### src/rtl/assert_macros.svh
// Assertion macros shared by the step counter RTL.
// Depends on nothing; files that assert include it by name.
`ifndef ASSERT_MACROS_SVH
`define ASSERT_MACROS_SVH

// Check a property on a named clock with a named synchronous reset.
`define SPVC_ASSERT(label, clk, rst, prop, msg) \
   label: assert property (@(posedge clk) disable iff (rst) prop) else $error(msg);

// Check a property on the block's own clock and reset.
`define SPVC_ASSERT_CLK(label, prop, msg) \
   `SPVC_ASSERT(label, clock, reset, prop, msg)

`endif

### src/rtl/spvc_pkg.sv
// Package for the peak/valley step counter: widths, reset values, CSR codes,
// shared structs and the acceleration absolute-value helper. Depends on nothing.
package spvc_pkg;

   localparam int ACCEL_W   = 14;
   localparam int MAG_W     = 15;
   localparam int SENS_W    = 15;
   localparam int TIMEOUT_W = 8;
   localparam int CONFIRM_W = 3;
   localparam int TOTAL_W   = 32;
   localparam int STREAK_W  = 3;

   localparam int CSR_IDX_W  = 2;
   localparam int CSR_DATA_W = 15;

   localparam int WINDOW_LEN_DEF  = 17;
   localparam int AVG_TAPS_DEF    = 4;
   localparam int THRESH_TAPS_DEF = 4;
   localparam int FIFO_DEPTH      = 8;

   localparam logic [SENS_W-1:0]    SENS_RESET    = SENS_W'(1700);
   localparam logic [TIMEOUT_W-1:0] TIMEOUT_RESET = TIMEOUT_W'(50);
   localparam logic [CONFIRM_W-1:0] CONFIRM_RESET = CONFIRM_W'(4);
   localparam logic [MAG_W-1:0]     THRESH_INIT   = MAG_W'(4000);
   localparam logic [STREAK_W-1:0]  STREAK_MAX    = '1;
   localparam logic [TIMEOUT_W-1:0] SINCE_MAX     = '1;

   typedef enum logic [CSR_IDX_W-1:0] {
      CSR_SENSITIVITY    = 2'd0,
      CSR_VALLEY_TIMEOUT = 2'd1,
      CSR_CONFIRM_STEPS  = 2'd2
   } spvc_csr_type;

   typedef struct packed {
      logic ge;
      logic le;
   } spvc_cmp_type;

   typedef struct packed {
      logic [SENS_W-1:0]    sensitivity;
      logic [TIMEOUT_W-1:0] valley_timeout;
      logic [CONFIRM_W-1:0] confirm_steps;
   } spvc_cfg_type;

   typedef struct packed {
      logic [TOTAL_W-1:0]   total_steps;
      logic [MAG_W-1:0]     centre_level;
      logic [CONFIRM_W-1:0] steps_added;
      logic                 window_ready;
   } spvc_rsp_type;

   function automatic logic [ACCEL_W-1:0] accel_abs(input logic [ACCEL_W-1:0] v);
      return v[ACCEL_W-1] ? ACCEL_W'(~v + 1'b1) : v;
   endfunction

endpackage

### src/rtl/step_counter_peak_valley.sv
// Step counter top level: magnitude and averaging stages, the window cell
// chain, the tracker and the response queue. Uses spvc_pkg, spvc_cell, spvc_track.
//
// Usage:
//   req_* carries one three-axis acceleration sample per transaction; rsp_*
//   returns exactly one result per sample, in order. csr_* writes sensitivity,
//   valley_timeout and confirm_steps; write them only while no transaction is
//   outstanding.
//   Pipeline: each result passes one pipeline register each for the magnitude,
//   the moving-average sum and the window shift, then the detection is written
//   into the response queue, from which it is offered.
//   Throughput: one sample per cycle while rsp_ready stays high; the window
//   shift is done by all cells at once and the centre compares are combinational.
//   Stall: up to 8 transactions may be outstanding (the response queue depth);
//   req_ready drops when 8 are accepted and not yet delivered.
//   Reset: synchronous; clears the pipeline, the queue, the window, the
//   averages (threshold back to 4000) and the step total, and restores the
//   register defaults. No clearing pass is needed.
`include "assert_macros.svh"

module step_counter_peak_valley import spvc_pkg::*; #(
   parameter int WINDOW_LEN  = WINDOW_LEN_DEF,
   parameter int AVG_TAPS    = AVG_TAPS_DEF,
   parameter int THRESH_TAPS = THRESH_TAPS_DEF
) (
   input  logic                       clock,
   input  logic                       reset,
   input  logic                       req_valid,
   output logic                       req_ready,
   input  logic signed [ACCEL_W-1:0]  req_accel_x,
   input  logic signed [ACCEL_W-1:0]  req_accel_y,
   input  logic signed [ACCEL_W-1:0]  req_accel_z,
   output logic                       rsp_valid,
   input  logic                       rsp_ready,
   output logic [TOTAL_W-1:0]         rsp_total_steps,
   output logic [MAG_W-1:0]           rsp_centre_level,
   output logic [CONFIRM_W-1:0]       rsp_steps_added,
   output logic                       rsp_window_ready,
   input  logic                       csr_write_enable,
   input  logic [CSR_IDX_W-1:0]       csr_index,
   input  logic [CSR_DATA_W-1:0]      csr_write_data
);

   localparam int CentrePos = WINDOW_LEN / 2;
   localparam int FillW     = $clog2(WINDOW_LEN + 1);
   localparam int SlotW     = $clog2(AVG_TAPS);
   localparam int MagSumW   = MAG_W + SlotW;
   localparam int DivShift  = MagSumW + SlotW;
   localparam int RecipW    = MagSumW + 1;
   localparam int ProdW     = MagSumW + RecipW;
   localparam longint AvgRecip = ((longint'(1) << DivShift) + AVG_TAPS - 1) / AVG_TAPS;
   localparam logic [SlotW-1:0] SlotLast = SlotW'(AVG_TAPS - 1);
   localparam int PtrW = $clog2(FIFO_DEPTH);
   localparam int CntW = $clog2(FIFO_DEPTH + 1);

   spvc_cfg_type cfg_ff;

   logic               req_fire, rsp_fire;
   logic               mag_valid_ff, sum_valid_ff, win_valid_ff;
   logic [MAG_W-1:0]   mag_ff;
   logic [MAG_W-1:0]   mag_ring_ff [AVG_TAPS];
   logic [MagSumW-1:0] mag_sum_ff, mag_sum_in;
   logic [SlotW-1:0]   mag_slot_ff;
   logic [ProdW-1:0]   avg_prod;
   logic [MAG_W-1:0]   level;
   logic [FillW-1:0]   fill_count_ff;
   logic               win_ready;

   logic [MAG_W-1:0]   tap [WINDOW_LEN+1];
   spvc_cmp_type       cmp [WINDOW_LEN];
   logic [WINDOW_LEN-1:0] ge_vec, le_vec;
   logic               is_max, is_min;
   spvc_rsp_type       trk_rsp;

   spvc_rsp_type       fifo_mem [FIFO_DEPTH];
   logic [PtrW-1:0]    wr_ptr_ff, rd_ptr_ff;
   logic [CntW-1:0]    fifo_count_ff, inflight_ff;
   spvc_rsp_type       rsp_head;

   assign req_fire = req_valid && req_ready;
   assign rsp_fire = rsp_valid && rsp_ready;
   assign req_ready = inflight_ff < CntW'(FIFO_DEPTH);

   // configuration registers
   always_ff @(posedge clock) begin
      if (reset) begin
         cfg_ff.sensitivity    <= SENS_RESET;
         cfg_ff.valley_timeout <= TIMEOUT_RESET;
         cfg_ff.confirm_steps  <= CONFIRM_RESET;
      end else if (csr_write_enable) begin
         unique case (csr_index)
            CSR_SENSITIVITY:    cfg_ff.sensitivity    <= csr_write_data[SENS_W-1:0];
            CSR_VALLEY_TIMEOUT: cfg_ff.valley_timeout <= csr_write_data[TIMEOUT_W-1:0];
            CSR_CONFIRM_STEPS:  cfg_ff.confirm_steps  <= csr_write_data[CONFIRM_W-1:0];
            default: ;
         endcase
      end
   end

   // magnitude, moving-average sum, window shift
   assign mag_sum_in = mag_sum_ff - MagSumW'(mag_ring_ff[mag_slot_ff]) + MagSumW'(mag_ff);
   assign avg_prod   = ProdW'(mag_sum_ff) * ProdW'(AvgRecip);
   assign level      = avg_prod[DivShift +: MAG_W];

   always_ff @(posedge clock) begin
      if (reset) begin
         mag_valid_ff  <= 1'b0;
         sum_valid_ff  <= 1'b0;
         win_valid_ff  <= 1'b0;
         mag_sum_ff    <= '0;
         mag_slot_ff   <= '0;
         fill_count_ff <= '0;
         for (int i = 0; i < AVG_TAPS; i++) begin
            mag_ring_ff[i] <= '0;
         end
      end else begin
         mag_valid_ff <= req_fire;
         sum_valid_ff <= mag_valid_ff;
         win_valid_ff <= sum_valid_ff;
         if (mag_valid_ff) begin
            mag_sum_ff                <= mag_sum_in;
            mag_ring_ff[mag_slot_ff]  <= mag_ff;
            mag_slot_ff <= (mag_slot_ff == SlotLast) ? '0 : mag_slot_ff + 1'b1;
         end
         if (sum_valid_ff && fill_count_ff != FillW'(WINDOW_LEN)) begin
            fill_count_ff <= fill_count_ff + 1'b1;
         end
      end
   end

   always_ff @(posedge clock) begin
      if (req_fire) begin
         mag_ff <= MAG_W'(accel_abs(req_accel_x)) + MAG_W'(accel_abs(req_accel_y)) +
                   MAG_W'(accel_abs(req_accel_z));
      end
   end

   // window cell chain, newest level enters at the top
   assign tap[WINDOW_LEN] = level;

   for (genvar i = 0; i < WINDOW_LEN; i++) begin : g_cell
      spvc_cell u_cell (
         .clock     (clock),
         .reset     (reset),
         .shift_en  (sum_valid_ff),
         .level_in  (tap[i+1]),
         .centre    (tap[CentrePos]),
         .level_out (tap[i]),
         .cmp       (cmp[i])
      );
      if (i == CentrePos) begin : g_centre
         assign ge_vec[i] = 1'b0;
         assign le_vec[i] = 1'b0;
      end else begin : g_side
         assign ge_vec[i] = cmp[i].ge;
         assign le_vec[i] = cmp[i].le;
      end
   end

   assign is_max    = ~|ge_vec;
   assign is_min    = ~|le_vec;
   assign win_ready = fill_count_ff == FillW'(WINDOW_LEN);

   spvc_track #(
      .THRESH_TAPS (THRESH_TAPS)
   ) u_track (
      .clock     (clock),
      .reset     (reset),
      .fire      (win_valid_ff),
      .win_ready (win_ready),
      .centre    (tap[CentrePos]),
      .is_max    (is_max),
      .is_min    (is_min),
      .cfg       (cfg_ff),
      .rsp       (trk_rsp)
   );

   // response queue and outstanding-transaction count
   always_ff @(posedge clock) begin
      if (win_valid_ff) begin
         fifo_mem[wr_ptr_ff] <= trk_rsp;
      end
   end

   always_ff @(posedge clock) begin
      if (reset) begin
         wr_ptr_ff     <= '0;
         rd_ptr_ff     <= '0;
         fifo_count_ff <= '0;
         inflight_ff   <= '0;
      end else begin
         if (win_valid_ff) begin
            wr_ptr_ff <= wr_ptr_ff + 1'b1;
         end
         if (rsp_fire) begin
            rd_ptr_ff <= rd_ptr_ff + 1'b1;
         end
         case ({win_valid_ff, rsp_fire})
            2'b10:   fifo_count_ff <= fifo_count_ff + 1'b1;
            2'b01:   fifo_count_ff <= fifo_count_ff - 1'b1;
            default: fifo_count_ff <= fifo_count_ff;
         endcase
         case ({req_fire, rsp_fire})
            2'b10:   inflight_ff <= inflight_ff + 1'b1;
            2'b01:   inflight_ff <= inflight_ff - 1'b1;
            default: inflight_ff <= inflight_ff;
         endcase
      end
   end

   assign rsp_head         = fifo_mem[rd_ptr_ff];
   assign rsp_valid        = fifo_count_ff != '0;
   assign rsp_total_steps  = rsp_head.total_steps;
   assign rsp_centre_level = rsp_head.centre_level;
   assign rsp_steps_added  = rsp_head.steps_added;
   assign rsp_window_ready = rsp_head.window_ready;

   `SPVC_ASSERT_CLK(a_credit_bound, inflight_ff <= CntW'(FIFO_DEPTH), "outstanding count over queue depth")
   `SPVC_ASSERT_CLK(a_queue_within_credit, fifo_count_ff <= inflight_ff, "queue holds more than outstanding")
   `SPVC_ASSERT_CLK(a_fill_saturates, fill_count_ff <= FillW'(WINDOW_LEN), "fill count past window length")
   `SPVC_ASSERT_CLK(a_no_steps_while_filling, win_valid_ff && !win_ready |-> trk_rsp.steps_added == '0, "steps credited before window full")

endmodule

### src/rtl/spvc_cell.sv
// One window cell: holds a filtered level, passes it to its older neighbor
// on each shift and compares it with the window centre. Uses spvc_pkg.
module spvc_cell import spvc_pkg::*; (
   input  logic             clock,
   input  logic             reset,
   input  logic             shift_en,
   input  logic [MAG_W-1:0] level_in,
   input  logic [MAG_W-1:0] centre,
   output logic [MAG_W-1:0] level_out,
   output spvc_cmp_type     cmp
);

   logic [MAG_W-1:0] level_ff;

   always_ff @(posedge clock) begin
      if (reset) begin
         level_ff <= '0;
      end else if (shift_en) begin
         level_ff <= level_in;
      end
   end

   assign level_out = level_ff;
   assign cmp.ge    = level_ff >= centre;
   assign cmp.le    = level_ff <= centre;

endmodule

### src/rtl/spvc_track.sv
// Peak/valley tracker: dynamic threshold average, streak and step total.
// Uses spvc_pkg; fed by the window cells of the top level.
module spvc_track import spvc_pkg::*; #(
   parameter int THRESH_TAPS = THRESH_TAPS_DEF
) (
   input  logic             clock,
   input  logic             reset,
   input  logic             fire,
   input  logic             win_ready,
   input  logic [MAG_W-1:0] centre,
   input  logic             is_max,
   input  logic             is_min,
   input  spvc_cfg_type     cfg,
   output spvc_rsp_type     rsp
);

   localparam int SlotW    = $clog2(THRESH_TAPS);
   localparam int SumW     = MAG_W + SlotW;
   localparam int DivShift = SumW + SlotW;
   localparam int RecipW   = SumW + 1;
   localparam int ProdW    = SumW + RecipW;
   localparam int CmpW     = MAG_W + 1;
   localparam longint DivRecip =
      ((longint'(1) << DivShift) + THRESH_TAPS - 1) / THRESH_TAPS;
   localparam logic [SumW-1:0]   SumInit  = SumW'(THRESH_INIT * THRESH_TAPS);
   localparam logic [SlotW-1:0]  SlotLast = SlotW'(THRESH_TAPS - 1);

   logic                 seeking_ff, seeking_in;
   logic [TIMEOUT_W-1:0] since_ff, since_in, since_inc;
   logic [MAG_W-1:0]     peak_ff, peak_in;
   logic [MAG_W-1:0]     thr_ring_ff [THRESH_TAPS];
   logic [MAG_W-1:0]     thr_ring_in [THRESH_TAPS];
   logic [SumW-1:0]      thr_sum_ff, thr_sum_in, thr_sum_upd;
   logic [SlotW-1:0]     thr_slot_ff, thr_slot_in;
   logic [MAG_W-1:0]     thr_mean_ff, thr_mean_in, mean_upd, mean_use;
   logic                 miss_ff, miss_in;
   logic [STREAK_W-1:0]  streak_ff, streak_in, streak_sat;
   logic [STREAK_W:0]    streak_next;
   logic [TOTAL_W-1:0]   total_ff, total_in;
   logic [CONFIRM_W-1:0] added;
   logic [MAG_W-1:0]     fresh;
   logic [ProdW-1:0]     mean_prod;
   logic [SENS_W-2:0]    half;
   logic                 drop_ok, hit;

   assign half        = cfg.sensitivity[SENS_W-1:1];
   assign since_inc   = (seeking_ff && since_ff != SINCE_MAX) ? since_ff + 1'b1 : since_ff;
   assign drop_ok     = CmpW'(peak_ff) > CmpW'(centre) + CmpW'(cfg.sensitivity);
   assign fresh       = MAG_W'((CmpW'(peak_ff) + CmpW'(centre)) >> 1);
   assign thr_sum_upd = thr_sum_ff - SumW'(thr_ring_ff[thr_slot_ff]) + SumW'(fresh);
   assign mean_prod   = ProdW'(thr_sum_upd) * ProdW'(DivRecip);
   assign mean_upd    = mean_prod[DivShift +: MAG_W];
   assign mean_use    = drop_ok ? mean_upd : thr_mean_ff;
   assign hit         = (CmpW'(peak_ff) > CmpW'(mean_use) + CmpW'(half)) &&
                        (CmpW'(centre) + CmpW'(half) < CmpW'(mean_use));
   assign streak_sat  = (streak_ff == STREAK_MAX) ? streak_ff : streak_ff + 1'b1;
   assign streak_next = (STREAK_W+1)'(streak_ff) + 1'b1;

   always_comb begin
      seeking_in  = seeking_ff;
      since_in    = since_ff;
      peak_in     = peak_ff;
      thr_ring_in = thr_ring_ff;
      thr_sum_in  = thr_sum_ff;
      thr_slot_in = thr_slot_ff;
      thr_mean_in = thr_mean_ff;
      miss_in     = miss_ff;
      streak_in   = streak_ff;
      added       = '0;
      if (fire && win_ready) begin
         since_in = since_inc;
         if (!seeking_ff) begin
            if (is_max) begin
               peak_in    = centre;
               seeking_in = 1'b1;
               since_in   = '0;
            end
         end else if (is_min) begin
            if (drop_ok) begin
               thr_ring_in[thr_slot_ff] = fresh;
               thr_sum_in  = thr_sum_upd;
               thr_slot_in = (thr_slot_ff == SlotLast) ? '0 : thr_slot_ff + 1'b1;
               thr_mean_in = mean_upd;
            end
            if (hit) begin
               miss_in   = 1'b0;
               streak_in = streak_sat;
               if (streak_next == (STREAK_W+1)'(cfg.confirm_steps)) begin
                  added = cfg.confirm_steps;
               end else if (CONFIRM_W'(streak_ff) >= cfg.confirm_steps) begin
                  added = CONFIRM_W'(1);
               end
            end else if (miss_ff) begin
               miss_in   = 1'b0;
               streak_in = '0;
            end else begin
               miss_in = 1'b1;
            end
            seeking_in = 1'b0;
         end else if (since_inc > cfg.valley_timeout) begin
            streak_in  = '0;
            seeking_in = 1'b0;
         end
      end
      total_in = fire ? total_ff + TOTAL_W'(added) : total_ff;
   end

   always_ff @(posedge clock) begin
      if (reset) begin
         seeking_ff  <= 1'b0;
         since_ff    <= '0;
         peak_ff     <= '0;
         for (int i = 0; i < THRESH_TAPS; i++) begin
            thr_ring_ff[i] <= THRESH_INIT;
         end
         thr_sum_ff  <= SumInit;
         thr_slot_ff <= '0;
         thr_mean_ff <= THRESH_INIT;
         miss_ff     <= 1'b0;
         streak_ff   <= '0;
         total_ff    <= '0;
      end else begin
         seeking_ff  <= seeking_in;
         since_ff    <= since_in;
         peak_ff     <= peak_in;
         thr_ring_ff <= thr_ring_in;
         thr_sum_ff  <= thr_sum_in;
         thr_slot_ff <= thr_slot_in;
         thr_mean_ff <= thr_mean_in;
         miss_ff     <= miss_in;
         streak_ff   <= streak_in;
         total_ff    <= total_in;
      end
   end

   assign rsp.total_steps  = total_in;
   assign rsp.centre_level = centre;
   assign rsp.steps_added  = added;
   assign rsp.window_ready = win_ready;

endmodule
### config.mk
export PLATFORM = sky130hd
export DESIGN_NAME = step_counter_peak_valley
export DESIGN_NICKNAME = d
export VERILOG_FILES = /design/src/rtl/spvc_pkg.sv /design/src/rtl/step_counter_peak_valley.sv /design/src/rtl/spvc_cell.sv /design/src/rtl/spvc_track.sv
export VERILOG_INCLUDE_DIRS = /design/src /design/src/rtl
export SDC_FILE = /design/constraint.sdc
export NUM_CORES = 2
export LEC_CHECK = 0
export ABC_AREA = 1
export BUFFER_PORTS_ARGS = -buffer_cell sky130_fd_sc_hd__buf_2
export CAP_MARGIN = 40
export CORE_MARGIN = 4
export CORE_UTILIZATION = 50
export CTS_BUF_LIST = sky130_fd_sc_hd__clkbuf_8
export DETAILED_ROUTE_END_ITERATION = 10
export GPL_TIMING_DRIVEN = 1
export PLACE_DENSITY = 0.66
export SETUP_SLACK_MARGIN = 0.1
export SYNTH_ARGS = -nofsm -noshare
export SYNTH_HDL_FRONTEND = slang
export SYNTH_HIERARCHICAL = 1
export SYNTH_SLANG_ARGS = --single-unit
### constraint.sdc
create_clock -name clock -period 22.3 [get_ports clock]
set_input_delay 1.115 -clock clock [delete_from_list [all_inputs] [get_ports clock]]
set_output_delay 1.115 -clock clock [all_outputs]
set_load 0.02 [all_outputs]
==> qor.csv <==
metric;value;unit
status;finished, final reports clean;
whs;455;ps
grt_antenna_before_repair;8;
syn_area_per_cell;8.32;µm²
cpMaxStageDelayCell;dfxtp_1;
dp_hpwl;86800;µm
syn_area;52700;µm²
track_usage;23.2;%
wl_per_cell;16.4;µm
cts-resized-gates;0;
critical_path_required;22890;ps
setup_ws;11000;ps
fin_crit_sh;50.7;%
core_area;104000;µm²
dp_cells;7673;
cts_buffer_depth;3;
port-buffer-count;116;
critPathKind;reg2reg;
regToRegSetupSlack;11000;ps
fin_cells;7971;
viasPerCell;5.26;
crit_family;simple AND/OR/NAND/NOR gates;
grt_overflow;0;
clk_pin_slew_worst_paths;60;ps
grt_pass1_vias;39400;
max_freq;88.5;MHz
start_util;50.6;%
leakagePower;0.0247;µW
root_buffer;clkbuf_8;
dr_total_vias;42000;
io_pins;117;
fin_skew;69.9;ps
die_w;333;µm
cts_max_level;4;
setup_viol;0;
insertion_delay;890;ps
fin_crit;11300;ps
syn_inst;6326;
holdBufCountCts;0;
slew_viol_final;0;
antenna_left;0;
ys_warn_count;6;
synth_fp_nets;6866;
layout-drive-gt1-share;8.12;%
routabilityCongestion;0.920;
post-route-util;55.6;%
finalHoldViolCount;0;
grt_max_degree;109;
grt_pass1_wl;207000;µm
tightest_slew;952;ps
drt_wl_total;131000;µm
area_delta_synth_final;9.83;%
die_h;333;µm
drc;0;
slew_headroom;36.6;%
tritoncts;done;
rsz0062_at_grt;no;
finalSetupTns;0;ps
numCtsBuffers;160;
cp_num_buf_inv;12;
cp_max_fo;18;
cts_setup_buffers;0;
nNetsFinal;6996;
cp_common_cell;inv_1;
end_kind;flip-flop;
post-place-ws;11150;ps
cp.arrival;11890;ps
hp-class;reg2reg;
crit_path_start_kind;flip-flop;
cts.sinks;964;
first_pass_iters;6;
cap_violations;0;
p_per_area;84.0;nW/µm²
irDropWorstVdd;0.0665;mV
cp_slowest_stage_delay;570;ps
drt_iter0_drc;2937;
dieArea;111000;µm²
rows;118;
==> power breakdown <==
part / switching (µW) / internal (µW)
Clock: 740 / 846
Sequential: 61.1 / 1920
Combinational: 863 / 427
==> flip-flops by register name (all words and copies together) (netlist names), 17 cells and up, named ones only <==
name                     count
g_cell.u_cell/level_out    255
fifo_mem                   408
u_track/total_ff            32
cfg_ff                      26
mag_ring_ff                 60
mag_sum_ff                  17
u_track/thr_ring_ff         60
u_track/thr_sum_ff          17
==> metrics by stage <==
stage          total power (µW)  area (µm²)
6_report                   4860       57800
5_1_grt                    5170       57800
3_3_place_gp               3280       54300
2_1_floorplan              2970       52700
4_1_cts                    4910       57800
3_5_place_dp               3310       54500
==> final timing paths <==
check                                              from  cells past startpoint                                          to
min          g_cell[5].u_cell/level_out[7]$_SDFFE_PP0P_                      2  g_cell[4].u_cell/level_out[7]$_SDFFE_PP0P_
max          g_cell[8].u_cell/level_out[3]$_SDFFE_PP0P_                     64                   fifo_mem[2][47]$_DFFE_PP_
max reg2reg  g_cell[8].u_cell/level_out[3]$_SDFFE_PP0P_                     64                   fifo_mem[2][47]$_DFFE_PP_
min reg2reg  g_cell[5].u_cell/level_out[7]$_SDFFE_PP0P_                      2  g_cell[4].u_cell/level_out[7]$_SDFFE_PP0P_
==> layout by cell type (no fill, tap or decap), types with 8 or more instances in the layout <==
| cell type | instances |
|---|---|
| a21oi_1 | 537 |
| dfxtp_1 | 471 |
| nor4_1 | 13 |
| fa_1 | 52 |
| nor2_2 | 23 |
| and3_1 | 16 |
| o21bai_1 | 14 |
| a21o_1 | 8 |
| nand2_1 | 1540 |
| nand2_2 | 8 |
| clkinv_2 | 23 |
| inv_1 | 898 |
| xnor2_1 | 31 |
| edfxtp_1 | 483 |
| nand4_1 | 33 |
| o211ai_1 | 10 |
| nor2_1 | 711 |
| clkinv_1 | 12 |
| nor3_1 | 36 |
| a211oi_2 | 17 |
| nor2_4 | 11 |
| nand3_1 | 154 |
| ha_1 | 424 |
| inv_2 | 28 |
| o22ai_1 | 32 |
| xor2_1 | 96 |
| o32ai_1 | 102 |
| o21ai_0 | 328 |
| clkbuf_8 | 183 |
| buf_2 | 116 |
| nand3b_1 | 9 |
| buf_4 | 50 |
==> worst reg2reg max path, delay by kind of cell, from the launching register on <==
| kind | cells | cell delay [ps] |
|---|---|---|
| AO/OA/AOI/OAI | 17 | 2770 |
| XOR/XNOR | 3 | 510 |
| adder cells (fa/ha/maj) | 6 | 1800 |
| buffers and inverters | 12 | 1810 |
| flip-flops | 1 | 570 |
| AND/OR/NAND/NOR | 26 | 3580 |
==> metal layers <==
layer	part of all wire (%)	GRT usage (%)	up-vias
li1	-	-	21100
met1	45	30.7	19600
met2	46	37.7	1040
met3	6.0	4.51	246
met4	3.3	8.73	6
met5	0.035	0	-
==> final cells by class <==
cell class	count	area [µm²]
antenna	4	10.0
inverter	874	3290
clock buffer	183	2520
fill	9608	46300
timing repair buffer	178	1210
multi-input combinational	4278	24100
tap	1380	1730
clock inverter	110	785
sequential	964	24200
(Power assumes the default switching activity.)
